### config.mk
export PLATFORM = sky130hd
export DESIGN_NAME = scc_conflict
export DESIGN_NICKNAME = d
export VERILOG_FILES = /design/src/hdl/scc_pkg.sv /design/src/hdl/scc_conflict.sv
export SDC_FILE = /design/constraint.sdc
export NUM_CORES = 1
export LEC_CHECK = 0
export BUFFER_PORTS_ARGS = -buffer_cell sky130_fd_sc_hd__buf_2
export CORE_MARGIN = 8
export CORE_UTILIZATION = 40
export DETAILED_ROUTE_END_ITERATION = 10
export PLACE_DENSITY = 0.73
export SYNTH_ARGS = -nofsm -noshare
export SYNTH_HDL_FRONTEND = slang
export SYNTH_SLANG_ARGS = --single-unit
### constraint.sdc
create_clock -name clock -period 4.19 [get_ports clock]
set_clock_uncertainty 0.15 [all_clocks]
set_input_delay 0.6285 -clock clock [delete_from_list [all_inputs] [get_ports clock]]
set_output_delay 0.6285 -clock clock [all_outputs]
set_load 0.02 [all_outputs]
### src/hdl/scc_pkg.sv
// Package for the segment conflict two-coloring block.
// Holds shared constants, the sequencer state type and the color codes.
// No dependencies.
package scc_pkg;

   localparam int unsigned MAX_SEGMENTS_DEF = 1024;
   localparam int unsigned COORD_W = 32;

   typedef enum logic [1:0] {
      COLOR_NONE = 2'd0,
      COLOR_ONE  = 2'd1,
      COLOR_TWO  = 2'd2,
      COLOR_BAD  = 2'd3
   } color_type;

   typedef enum logic [3:0] {
      ST_LOAD,
      ST_CLEAR,
      ST_START,
      ST_POP,
      ST_NODE,
      ST_SCAN,
      ST_TEST,
      ST_RESULT
   } state_type;

endpackage

### src/hdl/scc_conflict.sv
// Registered conflict test between the current node segment and a scanned one.
// Depends on scc_pkg for the coordinate width.
module scc_conflict (
   input  logic                              clock,
   input  logic signed [scc_pkg::COORD_W-1:0] node_left,
   input  logic signed [scc_pkg::COORD_W-1:0] node_right,
   input  logic signed [scc_pkg::COORD_W-1:0] node_height,
   input  logic signed [scc_pkg::COORD_W-1:0] other_left,
   input  logic signed [scc_pkg::COORD_W-1:0] other_right,
   input  logic signed [scc_pkg::COORD_W-1:0] other_height,
   output logic                              hit
);
   import scc_pkg::*;

   logic signed [COORD_W-1:0] lo;
   logic signed [COORD_W-1:0] hi;
   logic hit_in;
   logic hit_ff;

   always_comb begin
      lo = (node_left > other_left) ? node_left : other_left;
      hi = (node_right < other_right) ? node_right : other_right;
      hit_in = (node_height == other_height) && (lo <= hi);
   end

   always_ff @(posedge clock) begin
      hit_ff <= hit_in;
   end

   assign hit = hit_ff;

endmodule

# Word-level counts from Yosys, hierarchy flattened
# Cells that the tools add are included.
word_totals:
  reg_bits: 1
  input_bits: 193
  word_cells: 8
op_classes:
  order_cmp: 3
  eq_ne: 1
  n_mux: 2
  reduce_logical: 1
ops:
  columns: ["cell", "n"]
  rows:
  - ["$mux 32", 2]
  - ["$eq 32x32->1", 1]
  - ["$gt 32x32->1", 1]
  - ["$le 32x32->1", 1]
  - ["$lt 32x32->1", 1]
  - ["$logic_and 1x1->1", 1]

# Logic depth before layout (Yosys ltp)
logic_depth:
  depth_word: 4
  depth_mapped: 21

# Worst setup path after synthesis
# Ideal clock, no wire load.
synth_timing:
  path_kind: "input to register"
  start: "in other_right[31] (netlist name)"
  end: "reg hit_ff, in the netlist hit"
  setup_time_ps: 86
  t_arrival_ps: 4155
  slack_ps: -200
  stages: 18
  cell_sequence: "inv_1 > ha_1 > nand4_1 > or4_2 > a21oi_2 > nor4_4 > xnor2_2 > buf_6 > mux2i_1 > ha_1 > nor2b_1 > o21a_1 > o21ai_0 > a21oi_1 > o31a_1 > o21ai_0 > o2111ai_1 > a211oi_1"
synth_between:
  elab_chain_len: 4
synth_lines:
  columns: ["element", "line_no", "source"]
  rows:
  - ["from (decl)", "scc_conflict.sv:9", "input logic signed [scc_pkg::COORD_W-1:0] other_right,"]
  - ["$lt 32x32->1", "scc_conflict.sv:22", "hi = (node_right < other_right) ? node_right : other_right;"]
  - ["$mux 32 *", "scc_conflict.sv:22", null]
  - ["$le 32x32->1 *", "scc_conflict.sv:23", "hit_in = (node_height == other_height) && (lo <= hi);"]
  - ["$logic_and 1x1->1 *", "scc_conflict.sv:23", null]
  - ["via hit_in", "scc_conflict.sv:17", "logic hit_in;"]
  - ["to (signal assigned)", "scc_conflict.sv:27", "hit_ff <= hit_in;"]
  - ["to (decl)", "scc_conflict.sv:18", "logic hit_ff;"]
# Mark *: on every way through the listed nets, which the timed path passes. The rest lies on a longest branch.

# Worst setup path in the final report
layout_timing:
  start: "in other_left[27] (netlist name)"
  end: "reg hit_ff, in the netlist hit"
layout_between:
  elab_chain_len: 4
layout_lines:
  columns: ["element", "line_no", "source"]
  rows:
  - ["from (decl)", "scc_conflict.sv:8", "input logic signed [scc_pkg::COORD_W-1:0] other_left,"]
  - ["$gt 32x32->1", "scc_conflict.sv:21", "lo = (node_left > other_left) ? node_left : other_left;"]
  - ["$mux 32 *", "scc_conflict.sv:21", null]
  - ["$le 32x32->1 *", "scc_conflict.sv:23", null]
  - ["$logic_and 1x1->1 *", "scc_conflict.sv:23", null]
  - ["via hit_in", "scc_conflict.sv:17", null]
# Marked as above.

==> Flow_metrics.wiki <==
{| class="wikitable"
! Metric !! Value
|-
| Result of the run || finished with violations
|-
| Failing checks || setup timing
|-
| Switching portion of total power || 46.3%
|-
| DRC violation count after routing || 0
|-
| Number of inserted filler cells in the final layout || ~800
|-
| Post-route fraction of the period consumed by the critical path || 104%
|-
| Via count of the first global-routing pass || about 5500
|-
| Number of placed instances, taps included || 937
|-
| Sequential power share || less than 1%
|-
| Capturing element type of the critical path || flop
|-
| Req. time, crit path || between 3 and 4 ns
|-
| Total vias in the final route || approximately 5200
|-
| Drt total wl || around 16000 um
|-
| Highest metal layer used by the detailed router || met5
|-
| Fmax achieved || between 200 and 250 MHz
|-
| Routed wire length per instance || about 17 um
|-
| Register bit count reported by yosys || 1
|-
| Initial cell density of the core || around two fifths
|-
| Total net switching power || just over 0.5 mW
|-
| Number of buffer cells added on primary ports || between 150 and 200
|-
| Detailed placer's ending HPWL || about 14000 um
|-
| Mean cell area of the mapped netlist || roughly 7.6 um2
|-
| Predominant post-synthesis flop cell || sky130_fd_sc_hd__dfxtp_1
|-
| First-pass GRT wire length || approximately 25000 um
|-
| Number of synthesized flops with an enable pin || 0
|-
| Length of the first detailed-routing pass in iterations || 5
|-
| Total number of nets in the final design || about 1100
|-
| Met2 wire length || just over 8000 um
|-
| Worst hold start || hit
|-
| Startpoint kind of the worst setup timing path || input pin
|-
| Sum Neg Setup Slack || -0.164 ns
|-
| Combinational share of power || between 90 and 100%
|-
| Met1 WL || a little over 6000 um
|-
| Static leakage power || around 3.5 nW
|-
| Number of antenna violations at the first check in global routing || 2
|-
| Worst VDD drop || a little over 0.08 mV
|-
| Global route total overflow || 0
|-
| Post-DRT Antenna Nets || 0
|-
| Number of distinct standard cells referenced by the synthesized netlist || 43
|-
| Power Internal || 0.596 mW
|-
| Clock slew at the register clock pins of the worst setup and hold paths || 0 ns
|-
| Cell count after synthesis || a little over 500
|-
| Final setup slack of the worst path || -0.164 ns
|-
| Top area cells in the synthesized netlist || sky130_fd_sc_hd__ha_1, sky130_fd_sc_hd__o221a_2, sky130_fd_sc_hd__mux2i_1
|-
| Die Outline Area || approximately 0.013 mm2
|-
| Vert. Die Dim || ~110 um
|-
| Hold worst-path end || hit
|-
| Relative max-transition margin || ~60%
|-
| Fraction of final layout cells sized beyond drive strength 1 || 50.3%
|-
| Number of flip-flops in the largest register || 1
|-
| Actual transition at the worst max-transition pin || between 0.6 and 0.7 ns
|-
| Number of rows in the core area || 35
|-
| Final-report setup violation count || 1
|-
| Post-synth top area cell || sky130_fd_sc_hd__ha_1
|-
| Wire length on met3 || approximately 1600 um
|-
| Final RePlAce weighted congestion || between 0.9 and 1
|-
| Global-route usage over all layers || about a quarter
|-
| Area growth from synthesis to final layout || 64.6%
|-
| Number of violations of the max-capacitance limit || 0
|-
| Pin count of the biggest net entering global routing || 20
|-
| Largest fanout on the critical path || 8
|-
| Seq/Total Area, Yosys || less than 1%
|-
| Number of pins with negative max-slew slack in the final report || 0
|-
| Core box area || around 0.0093 mm2
|-
| Instance count along the most critical hold path || 1
|-
| Hold Worst Slack || approximately 0.96 ns
|-
| First-iteration detailed-routing DRC count || 298
|-
| Average vias per placed instance || about 5.5
|-
| Layout Utilization || roughly two thirds
|-
| Final min period || roughly 4.4 ns
|-
| Type of the most critical hold path || reg2out
|-
| Number of top-level pins || just under 200
|-
| Cell Pwr Density || between 150 and 200 mW/mm2
|-
| Synth async-reset ratio || 0%
|-
| Net Count, Synth || 793
|-
| Post-route insts no fill || 953
|-
| Arrival time at the worst endpoint || approximately 4.1 ns
|-
| Top cell type's share of synthesized area || a little under a third
|-
| Total number of yosys warnings || 0
|-
| Clock Power Share || 0%
|-
| Final Hold Violating Endpoints || 0
|-
| CP Class || in2reg
|-
| Post-Syn Area || 0.00383 mm2
|-
| Setup repair after global routing missed its margin || yes
|-
| Chip Width || around 110 um
|}
[worst max path at each step]
stage,from,endpoint,slack [ns],depth (start not counted)
6_report,other_left[27],hit,-0.16,21
5_1_grt,other_left[29],hit,-0.41,20
4_1_cts,other_right[1],hit,-0.32,19
2_1_floorplan,other_right[31],hit,0.01,18
3_5_place_dp,other_right[1],hit,-0.39,19
3_3_place_gp,other_right[1],hit,-0.26,19
[worst max-delay path, cell delays in order]
cell and delay, ns:
sky130_fd_sc_hd__buf_2 0.10, sky130_fd_sc_hd__inv_1 0.04, sky130_fd_sc_hd__ha_1 0.31, sky130_fd_sc_hd__nand4_1 0.16
sky130_fd_sc_hd__nor4_2 0.33, sky130_fd_sc_hd__buf_4 0.17, sky130_fd_sc_hd__o21ai_0 0.08, sky130_fd_sc_hd__buf_4 0.16
sky130_fd_sc_hd__nand2_2 0.10, sky130_fd_sc_hd__nand3_2 0.14, sky130_fd_sc_hd__buf_6 0.17, sky130_fd_sc_hd__buf_4 0.15
sky130_fd_sc_hd__o221a_2 0.28, sky130_fd_sc_hd__ha_1 0.20, sky130_fd_sc_hd__a21o_1 0.18, sky130_fd_sc_hd__a21oi_2 0.12
sky130_fd_sc_hd__nor2b_1 0.06, sky130_fd_sc_hd__o31a_1 0.27, sky130_fd_sc_hd__o21ai_1 0.16, sky130_fd_sc_hd__o2111ai_1 0.12
sky130_fd_sc_hd__a211oi_1 0.20
[cell type report]
cell class,instances,area [um2],area share [%]
multi-input combinational,418,3740,59.4
sequential,1,20.0,0.318
tap,129,161,2.56
timing repair buffer,337,2120,33.6
antenna,1,2.50,0.0397
inverter,67,254,4.03
[kinds of logic (layout without fill, tap and decap cells)]
group / count (synthesis) / after routing / synth area share, %
XOR/XNOR: 33 / 33 / 7.74
AND/OR/NAND/NOR: 119 / 119 / 15.9
buffers and inverters: 86 / 404 / 9.15
AO/OA/AOI/OAI: 139 / 139 / 27.3
flip-flops: 1 / 1 / 0.523
other: 0 / 1 / 0
adder cells (fa/ha/maj): 95 / 95 / 31.0
multiplexers: 32 / 32 / 8.40
[power groups by stage]
stage               logic (mW)  registers [mW]  clock network [mW]
detailed placement       0.953         0.00972                   0
global route              1.21         0.00972    0.00000000000327
global placement         0.910         0.00972                   0
finish                    1.10         0.00972         0.000000639
floorplan                0.546         0.00972                   0
CTS                       1.00         0.00972                   0
[cells in the final DEF (no fill, tap or decap), drive strengths merged, types with 2 or more instances in the layout]
cell / count
nand3: 10
nand4: 21
xor2: 32
o21ai: 10
nor3: 7
nor4: 11
a21oi: 32
nor2b: 4
nand2: 46
a211oi: 4
inv: 67
nand2b: 4
mux2i: 31
a31oi: 2
o22ai: 32
o21a: 2
and3: 2
buf: 336
a21o: 16
o221a: 32
ha: 95
nor2: 11
a221oi: 2
[per-layer routing]
layer,up-vias,global-route usage (%)
li1,2547,-
met1,2402,24.7
met2,235,43.9
met3,47,5.81
met4,2,7.19
met5,-,0
[repair_timing]
item	4_1_cts	5_1_grt
gates resized for setup	16	44
pin swaps	19	24
setup endpoints to repair	1	1
hold buffers	0	0
setup buffers	7	7
gates cloned	0	1
[cells in the mapped netlist, drive strengths merged (2+ instances only)]
master  number
a21oi       32
nand2       46
nor2b        4
xor2        32
buf         10
ha          95
nor2        11
mux2i       31
a21o        16
nor3         7
nand2b       4
a211oi       4
and3         2
inv         67
a221oi       2
clkbuf       9
o21ai       10
nor4        11
a31oi        2
o22ai       32
o21a         2
nand3       10
o221a       32
nand4       21
[through the flow]
| step | power [mW] | setup WS, ns | cell area (um2) |
|---|---|---|---|
| after floorplan | 0.555 | 0.0123 | 3840 |
| after global placement | 0.920 | -0.255 | 5890 |
| after detailed placement | 0.963 | -0.386 | 5890 |
| after CTS | 1.01 | -0.317 | 6010 |
| after global routing | 1.22 | -0.415 | 6300 |
| final | 1.11 | -0.164 | 6300 |
Note: power is estimated with default switching activity, not from simulation.
